===== src/rtl/hpid_pkg.sv =====
package hpid_pkg;

    localparam int HPID_WINDOW_DEPTH = 32;

    localparam int ADC_W     = 10;
    localparam int TEMP_W    = 10;
    localparam int DRIVE_W   = 10;
    localparam int TARGET_W  = 9;
    localparam int GAIN_W    = 7;
    localparam int OFFSET_W  = 8;
    localparam int INTEG_W   = 17;
    localparam int CFG_IDX_W = 3;
    localparam int CFG_DAT_W = 9;

    localparam int S_TDATA_W = 16;
    localparam int M_TDATA_W = 24;

    // Signed working widths of the control arithmetic.
    localparam int ERR_W    = 12;
    localparam int SUM_W    = 26;
    localparam int MUL_W    = 22;
    localparam int PROD_W   = 2 * MUL_W;
    localparam int SCALED_W = 19;

    // Scaling raw*430/643: the division by 643 is a multiplication by
    // ceil(2^29/643) followed by a 29-bit shift, exact for 19-bit dividends.
    localparam int SLOPE_NUM    = 430;
    localparam int RECIP_MUL    = 834947;
    localparam int RECIP_SHIFT  = 29;
    localparam int TEMP_LIMIT   = 999;
    localparam int CUTOFF_TEMP  = 500;
    localparam int DRIVE_MAX    = 1023;
    localparam int INTEG_MAX    = 80000;
    localparam int INTEG_SHIFT  = 11;

    localparam logic [TARGET_W-1:0] TARGET_RESET = TARGET_W'(300);
    localparam logic [GAIN_W-1:0]   PROP_RESET   = GAIN_W'(22);
    localparam logic [GAIN_W-1:0]   INTEG_RESET  = GAIN_W'(17);
    localparam logic [GAIN_W-1:0]   DERIV_RESET  = GAIN_W'(0);
    localparam logic [OFFSET_W-1:0] OFFSET_RESET = OFFSET_W'(38);

    typedef enum logic [CFG_IDX_W-1:0] {
        REG_TARGET_TEMP = 3'd0,
        REG_PROP_GAIN   = 3'd1,
        REG_INTEG_GAIN  = 3'd2,
        REG_DERIV_GAIN  = 3'd3,
        REG_TEMP_OFFSET = 3'd4
    } hpid_reg_t;

    typedef enum logic [3:0] {
        ST_IDLE,
        ST_SCALE,
        ST_RECIP,
        ST_CONV,
        ST_PROP,
        ST_INTEG,
        ST_DERIV,
        ST_SUM,
        ST_REINTEG,
        ST_RESUM,
        ST_OUT
    } hpid_state_t;

endpackage


===== src/rtl/hpid_ram.sv =====
module hpid_ram
    import hpid_pkg::*;
#(
    parameter int WIDTH = TEMP_W,
    parameter int DEPTH = HPID_WINDOW_DEPTH,
    localparam int AW = (DEPTH > 1) ? $clog2(DEPTH) : 1
) (
    input  logic             aclk,
    input  logic             we,
    input  logic [AW-1:0]    waddr,
    input  logic [WIDTH-1:0] wdata,
    input  logic [AW-1:0]    raddr,
    output logic [WIDTH-1:0] rdata
);

    logic [WIDTH-1:0] mem [DEPTH];
    logic [WIDTH-1:0] rdata_reg;

    always_ff @(posedge aclk) begin
        if (we) begin
            mem[waddr] <= wdata;
        end
        rdata_reg <= mem[raddr];
    end

    assign rdata = rdata_reg;

endmodule


===== src/rtl/heater_pid_controller.sv =====
// Heater PID controller.
// Each word on the s_ channel carries one averaged thermocouple reading; for
// every accepted word exactly one word leaves on the m_ channel with the
// heater duty, the converted temperature and the over-temperature flag.
// Gains, setpoint and offset are written through the cfg_ channel; the user
// must write them only while the block is idle, which the block does not
// enforce. cfg_ready is always high and unknown indexes are ignored.
// One item is worked on at a time. A single shared multiplier runs the
// scaling, reciprocal division and P, I and D products in turn. A PID step
// passes scale, reciprocal, conversion, P, I, D and sum; the anti-windup path
// updates the integral, then redoes the I product and sum for the output.
// The first sample after reset and samples at or above the cutoff go from
// conversion straight to output; s_tready rises again as m_tvalid rises.
// The sample history sits in a RAM of WINDOW_DEPTH entries; entries not yet
// written since priming read as the priming temperature.
// Reset clears the configuration to its defaults and unprimes the loop.
// A result waits in the output register while m_tready is low; the next
// sample is still accepted and processed, and it is held back only when its
// own result is ready before the previous one has been taken.
module heater_pid_controller
    import hpid_pkg::*;
#(
    parameter int WINDOW_DEPTH = HPID_WINDOW_DEPTH
) (
    input  logic                  aclk,
    input  logic                  aresetn,

    input  logic                  s_tvalid,
    output logic                  s_tready,
    input  logic [S_TDATA_W-1:0]  s_tdata,   // [9:0] adc_sample
    output logic                  m_tvalid,
    input  logic                  m_tready,
    output logic [M_TDATA_W-1:0]  m_tdata,   // [9:0] heater_drive, [19:10] measured_temp
    output logic                  m_tuser,   // [0] over_temp

    input  logic                  cfg_valid,
    output logic                  cfg_ready,
    input  logic [CFG_IDX_W-1:0]  cfg_addr,
    input  logic [CFG_DAT_W-1:0]  cfg_wdata
);

    localparam int POS_W  = $clog2(WINDOW_DEPTH);
    localparam int FILL_W = $clog2(WINDOW_DEPTH + 1);

    hpid_state_t state_reg, state_next;

    logic [TARGET_W-1:0] target_reg;
    logic [GAIN_W-1:0]   kp_reg, ki_reg, kd_reg;
    logic [OFFSET_W-1:0] offset_reg;

    logic [ADC_W-1:0]    raw_reg;
    logic [TEMP_W-1:0]   temp_reg;
    logic                hot_reg;
    logic signed [ERR_W-1:0]  err_reg, dtemp_reg;
    logic signed [SUM_W-1:0]  pd_reg, i_reg, drive_reg;
    logic signed [PROD_W-1:0] prod_reg;
    logic signed [MUL_W-1:0]  mul_a, mul_b;

    logic [INTEG_W-1:0]  integ_reg;
    logic [POS_W-1:0]    pos_reg;
    logic [FILL_W-1:0]   filled_reg;
    logic [TEMP_W-1:0]   prime_reg;
    logic                primed_reg;

    logic                m_tvalid_reg;
    logic [DRIVE_W-1:0]  drive_out_reg;
    logic [TEMP_W-1:0]   temp_out_reg;
    logic                hot_out_reg;

    logic [TEMP_W-1:0]   hist_rdata;
    logic                hist_we;

    logic                s_accept, out_free;
    logic [TEMP_W:0]     temp_sum;
    logic [TEMP_W-1:0]   temp_conv;
    logic signed [PROD_W-1:0] prod_shr;
    logic signed [SUM_W-1:0]  pd_sum, drive_sum;
    logic                in_band;
    logic signed [INTEG_W+1:0] integ_sum;
    logic [INTEG_W-1:0]  integ_clamped;
    logic [TEMP_W-1:0]   old_temp;
    logic [DRIVE_W-1:0]  drive_clamped;

    assign cfg_ready = 1'b1;
    assign s_accept  = s_tvalid && s_tready;
    assign out_free  = !m_tvalid_reg || m_tready;

    assign m_tvalid = m_tvalid_reg;
    assign m_tdata  = {{(M_TDATA_W - DRIVE_W - TEMP_W){1'b0}}, temp_out_reg, drive_out_reg};
    assign m_tuser  = hot_out_reg;

    assign temp_sum  = {1'b0, prod_reg[RECIP_SHIFT+TEMP_W-1:RECIP_SHIFT]}
                     + (TEMP_W+1)'(offset_reg);
    assign temp_conv = (temp_sum > (TEMP_W+1)'(TEMP_LIMIT)) ? TEMP_W'(TEMP_LIMIT)
                                                            : temp_sum[TEMP_W-1:0];

    assign prod_shr  = prod_reg >>> INTEG_SHIFT;
    assign pd_sum    = pd_reg - SUM_W'(prod_reg);
    assign drive_sum = pd_sum + i_reg;
    assign in_band   = (drive_sum > 0) && (drive_sum < DRIVE_MAX);

    assign integ_sum = $signed({2'b00, integ_reg}) + (INTEG_W+2)'(err_reg);
    always_comb begin
        if (integ_sum < 0) begin
            integ_clamped = '0;
        end else if (integ_sum > INTEG_MAX) begin
            integ_clamped = INTEG_W'(INTEG_MAX);
        end else begin
            integ_clamped = integ_sum[INTEG_W-1:0];
        end
    end

    assign old_temp = (filled_reg < FILL_W'(WINDOW_DEPTH)) ? prime_reg : hist_rdata;

    always_comb begin
        if (drive_reg < 0) begin
            drive_clamped = '0;
        end else if (drive_reg > DRIVE_MAX) begin
            drive_clamped = DRIVE_W'(DRIVE_MAX);
        end else begin
            drive_clamped = drive_reg[DRIVE_W-1:0];
        end
    end

    always_comb begin
        mul_a = '0;
        mul_b = '0;
        unique case (state_reg)
            ST_SCALE: begin
                mul_a = $signed({{(MUL_W-ADC_W){1'b0}}, raw_reg});
                mul_b = MUL_W'(SLOPE_NUM);
            end
            ST_RECIP: begin
                mul_a = $signed({{(MUL_W-SCALED_W){1'b0}}, prod_reg[SCALED_W-1:0]});
                mul_b = MUL_W'(RECIP_MUL);
            end
            ST_PROP: begin
                mul_a = MUL_W'(err_reg);
                mul_b = $signed({{(MUL_W-GAIN_W){1'b0}}, kp_reg});
            end
            ST_INTEG, ST_REINTEG: begin
                mul_a = $signed({{(MUL_W-INTEG_W){1'b0}}, integ_reg});
                mul_b = $signed({{(MUL_W-GAIN_W){1'b0}}, ki_reg});
            end
            ST_DERIV: begin
                mul_a = MUL_W'(dtemp_reg);
                mul_b = $signed({{(MUL_W-GAIN_W){1'b0}}, kd_reg});
            end
            default: begin
            end
        endcase
    end

    always_comb begin
        state_next = state_reg;
        s_tready   = 1'b0;
        hist_we    = 1'b0;
        unique case (state_reg)
            ST_IDLE: begin
                s_tready = 1'b1;
                if (s_tvalid) begin
                    state_next = ST_SCALE;
                end
            end
            ST_SCALE:   state_next = ST_RECIP;
            ST_RECIP:   state_next = ST_CONV;
            ST_CONV: begin
                if (!primed_reg || temp_conv >= TEMP_W'(CUTOFF_TEMP)) begin
                    state_next = ST_OUT;
                end else begin
                    state_next = ST_PROP;
                end
            end
            ST_PROP: begin
                hist_we    = 1'b1;
                state_next = ST_INTEG;
            end
            ST_INTEG:   state_next = ST_DERIV;
            ST_DERIV:   state_next = ST_SUM;
            ST_SUM:     state_next = in_band ? ST_REINTEG : ST_OUT;
            ST_REINTEG: state_next = ST_RESUM;
            ST_RESUM:   state_next = ST_OUT;
            ST_OUT: begin
                if (out_free) begin
                    state_next = ST_IDLE;
                end
            end
            default:    state_next = ST_IDLE;
        endcase
    end

    always_ff @(posedge aclk) begin
        if (!aresetn) begin
            state_reg <= ST_IDLE;
        end else begin
            state_reg <= state_next;
        end
    end

    always_ff @(posedge aclk) begin
        if (!aresetn) begin
            target_reg <= TARGET_RESET;
            kp_reg     <= PROP_RESET;
            ki_reg     <= INTEG_RESET;
            kd_reg     <= DERIV_RESET;
            offset_reg <= OFFSET_RESET;
        end else if (cfg_valid) begin
            unique case (cfg_addr)
                REG_TARGET_TEMP: target_reg <= cfg_wdata[TARGET_W-1:0];
                REG_PROP_GAIN:   kp_reg     <= cfg_wdata[GAIN_W-1:0];
                REG_INTEG_GAIN:  ki_reg     <= cfg_wdata[GAIN_W-1:0];
                REG_DERIV_GAIN:  kd_reg     <= cfg_wdata[GAIN_W-1:0];
                REG_TEMP_OFFSET: offset_reg <= cfg_wdata[OFFSET_W-1:0];
                default: begin
                end
            endcase
        end
    end

    always_ff @(posedge aclk) begin
        prod_reg <= mul_a * mul_b;
        if (s_accept) begin
            raw_reg <= s_tdata[ADC_W-1:0];
        end
        unique case (state_reg)
            ST_CONV: begin
                temp_reg  <= temp_conv;
                hot_reg   <= (temp_conv >= TEMP_W'(CUTOFF_TEMP));
                err_reg   <= $signed({{(ERR_W-TARGET_W){1'b0}}, target_reg})
                           - $signed({{(ERR_W-TEMP_W){1'b0}}, temp_conv});
                drive_reg <= '0;
            end
            ST_PROP: begin
                dtemp_reg <= $signed({{(ERR_W-TEMP_W){1'b0}}, temp_reg})
                           - $signed({{(ERR_W-TEMP_W){1'b0}}, old_temp});
            end
            ST_INTEG:  pd_reg <= SUM_W'(prod_reg);
            ST_DERIV:  i_reg  <= SUM_W'(prod_shr);
            ST_SUM: begin
                pd_reg    <= pd_sum;
                drive_reg <= drive_sum;
            end
            ST_RESUM:  drive_reg <= pd_reg + SUM_W'(prod_shr);
            default: begin
            end
        endcase
    end

    always_ff @(posedge aclk) begin
        if (!aresetn) begin
            integ_reg  <= '0;
            pos_reg    <= '0;
            filled_reg <= '0;
            prime_reg  <= '0;
            primed_reg <= 1'b0;
        end else begin
            unique case (state_reg)
                ST_CONV: begin
                    if (!primed_reg) begin
                        prime_reg  <= temp_conv;
                        integ_reg  <= '0;
                        pos_reg    <= '0;
                        filled_reg <= '0;
                        primed_reg <= 1'b1;
                    end
                end
                ST_PROP: begin
                    if (filled_reg < FILL_W'(WINDOW_DEPTH)) begin
                        filled_reg <= filled_reg + 1'b1;
                    end
                    if (pos_reg == POS_W'(WINDOW_DEPTH - 1)) begin
                        pos_reg <= '0;
                    end else begin
                        pos_reg <= pos_reg + 1'b1;
                    end
                end
                ST_SUM: begin
                    if (in_band) begin
                        integ_reg <= integ_clamped;
                    end
                end
                default: begin
                end
            endcase
        end
    end

    always_ff @(posedge aclk) begin
        if (!aresetn) begin
            m_tvalid_reg <= 1'b0;
        end else if (state_reg == ST_OUT && out_free) begin
            m_tvalid_reg <= 1'b1;
        end else if (m_tready) begin
            m_tvalid_reg <= 1'b0;
        end
    end

    always_ff @(posedge aclk) begin
        if (state_reg == ST_OUT && out_free) begin
            drive_out_reg <= drive_clamped;
            temp_out_reg  <= temp_reg;
            hot_out_reg   <= hot_reg;
        end
    end

    hpid_ram #(
        .WIDTH (TEMP_W),
        .DEPTH (WINDOW_DEPTH)
    ) u_history (
        .aclk  (aclk),
        .we    (hist_we),
        .waddr (pos_reg),
        .wdata (temp_reg),
        .raddr (pos_reg),
        .rdata (hist_rdata)
    );

endmodule

===== config.mk =====
export PLATFORM = sky130hd
export DESIGN_NAME = heater_pid_controller
export DESIGN_NICKNAME = d
export VERILOG_FILES = /design/src/rtl/hpid_pkg.sv /design/src/rtl/hpid_ram.sv /design/src/rtl/heater_pid_controller.sv
export SDC_FILE = /design/constraint.sdc
export NUM_CORES = 2
export LEC_CHECK = 0
export BUFFER_PORTS_ARGS = -buffer_cell sky130_fd_sc_hd__buf_2
export CORE_MARGIN = 4
export CORE_UTILIZATION = 40
export DETAILED_ROUTE_END_ITERATION = 16
export GPL_TIMING_DRIVEN = 0
export HOLD_SLACK_MARGIN = 0.06
export PLACE_DENSITY = 0.59
export SYNTH_ARGS = -nofsm -noshare
export SYNTH_HDL_FRONTEND = slang
export SYNTH_SLANG_ARGS = --single-unit

===== constraint.sdc =====
create_clock -name aclk -period 9.7 [get_ports aclk]
set_input_delay 0 -clock aclk [delete_from_list [all_inputs] [get_ports aclk]]
set_output_delay 0 -clock aclk [all_outputs]
set_load 0.01 [all_outputs]

==> results.json <==
{
  "hold_path_class": "input port to flip-flop",
  "fin_crit_sh_pct": 95.91,
  "hpwlAfterDp_um": 82500,
  "async_flop_share_pct": 0,
  "drive_gt1_share_pct": 9.427,
  "ant_nets": 0,
  "hold_slack_ns": 0.1031,
  "finalWeightedCongestion": 0.9330,
  "maxSlewViolCount": 0,
  "routed_wl_um": 107200,
  "p_per_area_nw_per_um2": 251.5,
  "cts_root_buf": "clkbuf_16",
  "die_h_um": 319.5,
  "yosys_warnings": 0,
  "overflow": 0,
  "synth_ff_type": "edfxtp_1",
  "drt_first_pass_iters": 5,
  "path_common_cell": "fa_1",
  "synth_cells": 3363,
  "synth_compound_area_share_pct": 9.378,
  "clk_pin_slew_ns": 0.06,
  "synth_edf_count": 462,
  "netlist_area_sq_um": 38810,
  "setup_viol": 0,
  "ys_ff_latch": 593,
  "finClkSkew_ns": 0.03181,
  "synth_top_area_cell": "edfxtp_1",
  "clockBufferDepth": 3,
  "critPathBufInv": 1,
  "slowest_delay_ns": 0.85,
  "slowest_stage": "o21ai_0",
  "layout_common_cells": "497 x inv_1, 462 x edfxtp_1, 329 x nand2_1",
  "critPathTopFamily": "compound AO/OA/AOI/OAI gates",
  "synth_top_area_share_pct": 35.74,
  "fmax_mhz": 107.5,
  "synth-simple-area-share_pct": 9.697,
  "cp_data_required_time_ns": 10.24,
  "synthAdderAreaFrac_pct": 23.89,
  "area_growth_pct": 12.55,
  "use_met3_pct": 5.052,
  "htree_levels": 3,
  "worstSetupPathType": "flip-flop to flip-flop",
  "finalSetupTns_ns": 0,
  "core_sq_um": 95580,
  "start_kind": "flip-flop",
  "grt.met1_usage_pct": 30.61,
  "gr-max-usage-layer": "met2",
  "synth_xor_area_share_pct": 3.407,
  "seq_area_frac_synth_pct": 42.50,
  "worstMarginPinSlew_ns": 1.342,
  "grt_pass1_vias": 26290,
  "rows": 113,
  "end_kind": "flip-flop",
  "met2_usage_pct": 31.32,
  "synth_top_family_by_area": "adder cells",
  "fp.dieArea_sq_um": 102100,
  "die_w_um": 319.5,
  "synth_area_leaders": "edfxtp_1 36%, fa_1 16%, ha_1 7.8%",
  "cts_sinks": 593,
  "cap_violations": 0,
  "synthMuxAreaShare_pct": 5.309,
  "cts_tree": "built",
  "avgSynthCellArea_sq_um": 11.54,
  "min_period_ns": 9.303,
  "vias": 26130,
  "cts_made_buffers": 68,
  "grt_max_degree": 36,
  "drtIter0Drc": 2359,
  "avgViaCountPerCell": 5.370,
  "p_leak_uw": 0.01781,
  "drc_errors": 0,
  "antenna_found_initial": 5,
  "relSlewSlack_pct": 10.54,
  "cp_max_fo": 8,
  "yosys.cell_types.count": 97,
  "initial_utilization_pct": 40.61,
  "drt-wirelength-per-cell_um": 22.04,
  "insertion_delay_ns": 0.63,
  "final_common_cell": "inv_1",
  "largest_register_ffs": 320,
  "status": "complete, no violations",
  "irDropWorstVdd_mv": 0.1524,
  "grt_first_pass_wirelength_um": 162000,
  "nNetsFinal": 4129,
  "hold_viol_final": 0,
  "grtUsageTotal_pct": 20.90,
  "rsz0062_at_grt": "no",
  "fill_cells": 8779,
  "portBuffers": 48,
  "ios": 61,
  "worstPathArrival_ns": 9.85
}
==> synthesized netlist by cell type, types with 5 or more instances <==
| master | instances |
|---|---|
| a22oi_1 | 50 |
| mux2_2 | 7 |
| a41oi_1 | 6 |
| nand4_1 | 22 |
| nor3_1 | 31 |
| and2_1 | 36 |
| and3_1 | 17 |
| nand2b_1 | 24 |
| a211oi_1 | 18 |
| o31ai_1 | 9 |
| nor3b_1 | 5 |
| or4_1 | 6 |
| a221oi_1 | 10 |
| o211ai_1 | 8 |
| or3_1 | 10 |
| clkbuf_1 | 63 |
| ha_1 | 242 |
| mux4_2 | 80 |
| a21boi_0 | 6 |
| o2111ai_1 | 5 |
| xnor2_1 | 87 |
| a31oi_1 | 10 |
| o21ai_0 | 90 |
| o21bai_1 | 19 |
| nor2b_1 | 22 |
| dfxtp_1 | 131 |
| a22o_1 | 7 |
| a211o_1 | 5 |
| fa_1 | 312 |
| nand2_1 | 334 |
| a21oi_1 | 168 |
| nor4_1 | 15 |
| nor2_1 | 195 |
| inv_1 | 497 |
| buf_4 | 5 |
| o21a_1 | 14 |
| xor2_1 | 64 |
| mux2i_1 | 18 |
| buf_1 | 16 |
| or2_2 | 9 |
| o22ai_1 | 32 |
| nand3_1 | 60 |
| edfxtp_1 | 462 |
| a21o_1 | 55 |
==> what timing repair did <==
item | CTS | global route
endpoints found under the setup margin | 20 | 6
buffers inserted | 0 | 1
endpoints found under the hold margin | 56 | 0
hold buffers | 39 | 0
cloned | 1 | 0
gates resized for setup | 32 | 21
==> cells by family after synthesis <==
kind of cell / after synthesis
AND/OR/NAND/NOR: 816
other: 2
flip-flops: 593
XOR/XNOR: 151
multiplexers: 105
AO/OA/AOI/OAI: 556
adder cells (fa/ha/maj): 554
buffers and inverters: 586
==> worst register-to-register path: stages (launching register included) <==
cell and delay [ns]:
dfxtp_1 0.33, nand2b_1 0.34, nor3_1 0.15, and2_1 0.39
a21o_1 0.33, a221o_1 0.28, a21oi_1 0.67, inv_1 0.22
o21ai_0 0.86, ha_1 0.39, fa_1 0.48, fa_1 0.52
fa_1 0.43, fa_1 0.51, fa_1 0.41, ha_1 0.37
a21o_1 0.18, a21o_1 0.17, a21oi_1 0.24, o211ai_1 0.18
a21oi_1 0.26, o311ai_2 0.21, a2111oi_1 0.47, nor3_2 0.16
a211o_1 0.30, a21oi_1 0.24, xnor2_1 0.15
==> per-stage QoR <==
step	cell area [sq um]	utilization [%]	cells	worst slack, ns	power (uW)
final	43680	45.70	4865	0.3965	10990
after detailed placement	40820	42.71	4695	-1.580	8402
after global routing	43670	45.69	4861	0.04550	11800
after CTS	43500	45.51	4857	0.01281	11000
after global placement	40680	42.57	4689	-2.442	8329
after floorplan	38860	-	3376	0.8848	7008
==> where the power goes <==
part	switching, uW	leakage [uW]	internal, uW
Sequential	267	0.00525	3000
Combinational	3100	0.0115	2080
Clock	1080	0.00108	1460
==> cell type report <==
cell class	count	area, sq um	share of cell area, %
Antenna cell	4	10.01	0.02291
Buffer	85	385.4	0.8822
Clock buffer	85	1859	4.256
Clock inverter	39	349.1	0.7992
Inverter	498	1872	4.285
Multi-Input combinational cell	2198	20270	46.41
Sequential cell	593	16500	37.77
Tap cell	1265	1583	3.623
Timing Repair Buffer	98	850.8	1.948
==> per-layer routing <==
layer / part of all wire [%] / up-vias
met3: 8.4 / 160
met5: 0 / -
met1: 46 / 13090
li1: - / 12030
met2: 43 / 848
met4: 2.5 / 0
==> worst paths after layout <==
check                                  start           end  slack [ns]  cells past startpoint
worst max-delay path            state_reg[2]  prod_reg[38]        0.40                     26
worst min-delay path              s_tdata[7]    raw_reg[7]        0.10                      2
worst max register to register  state_reg[2]  prod_reg[38]        0.40                     26
worst min register to register  prod_reg[28]     i_reg[17]        0.45                      0
(Power assumes the default switching activity.)
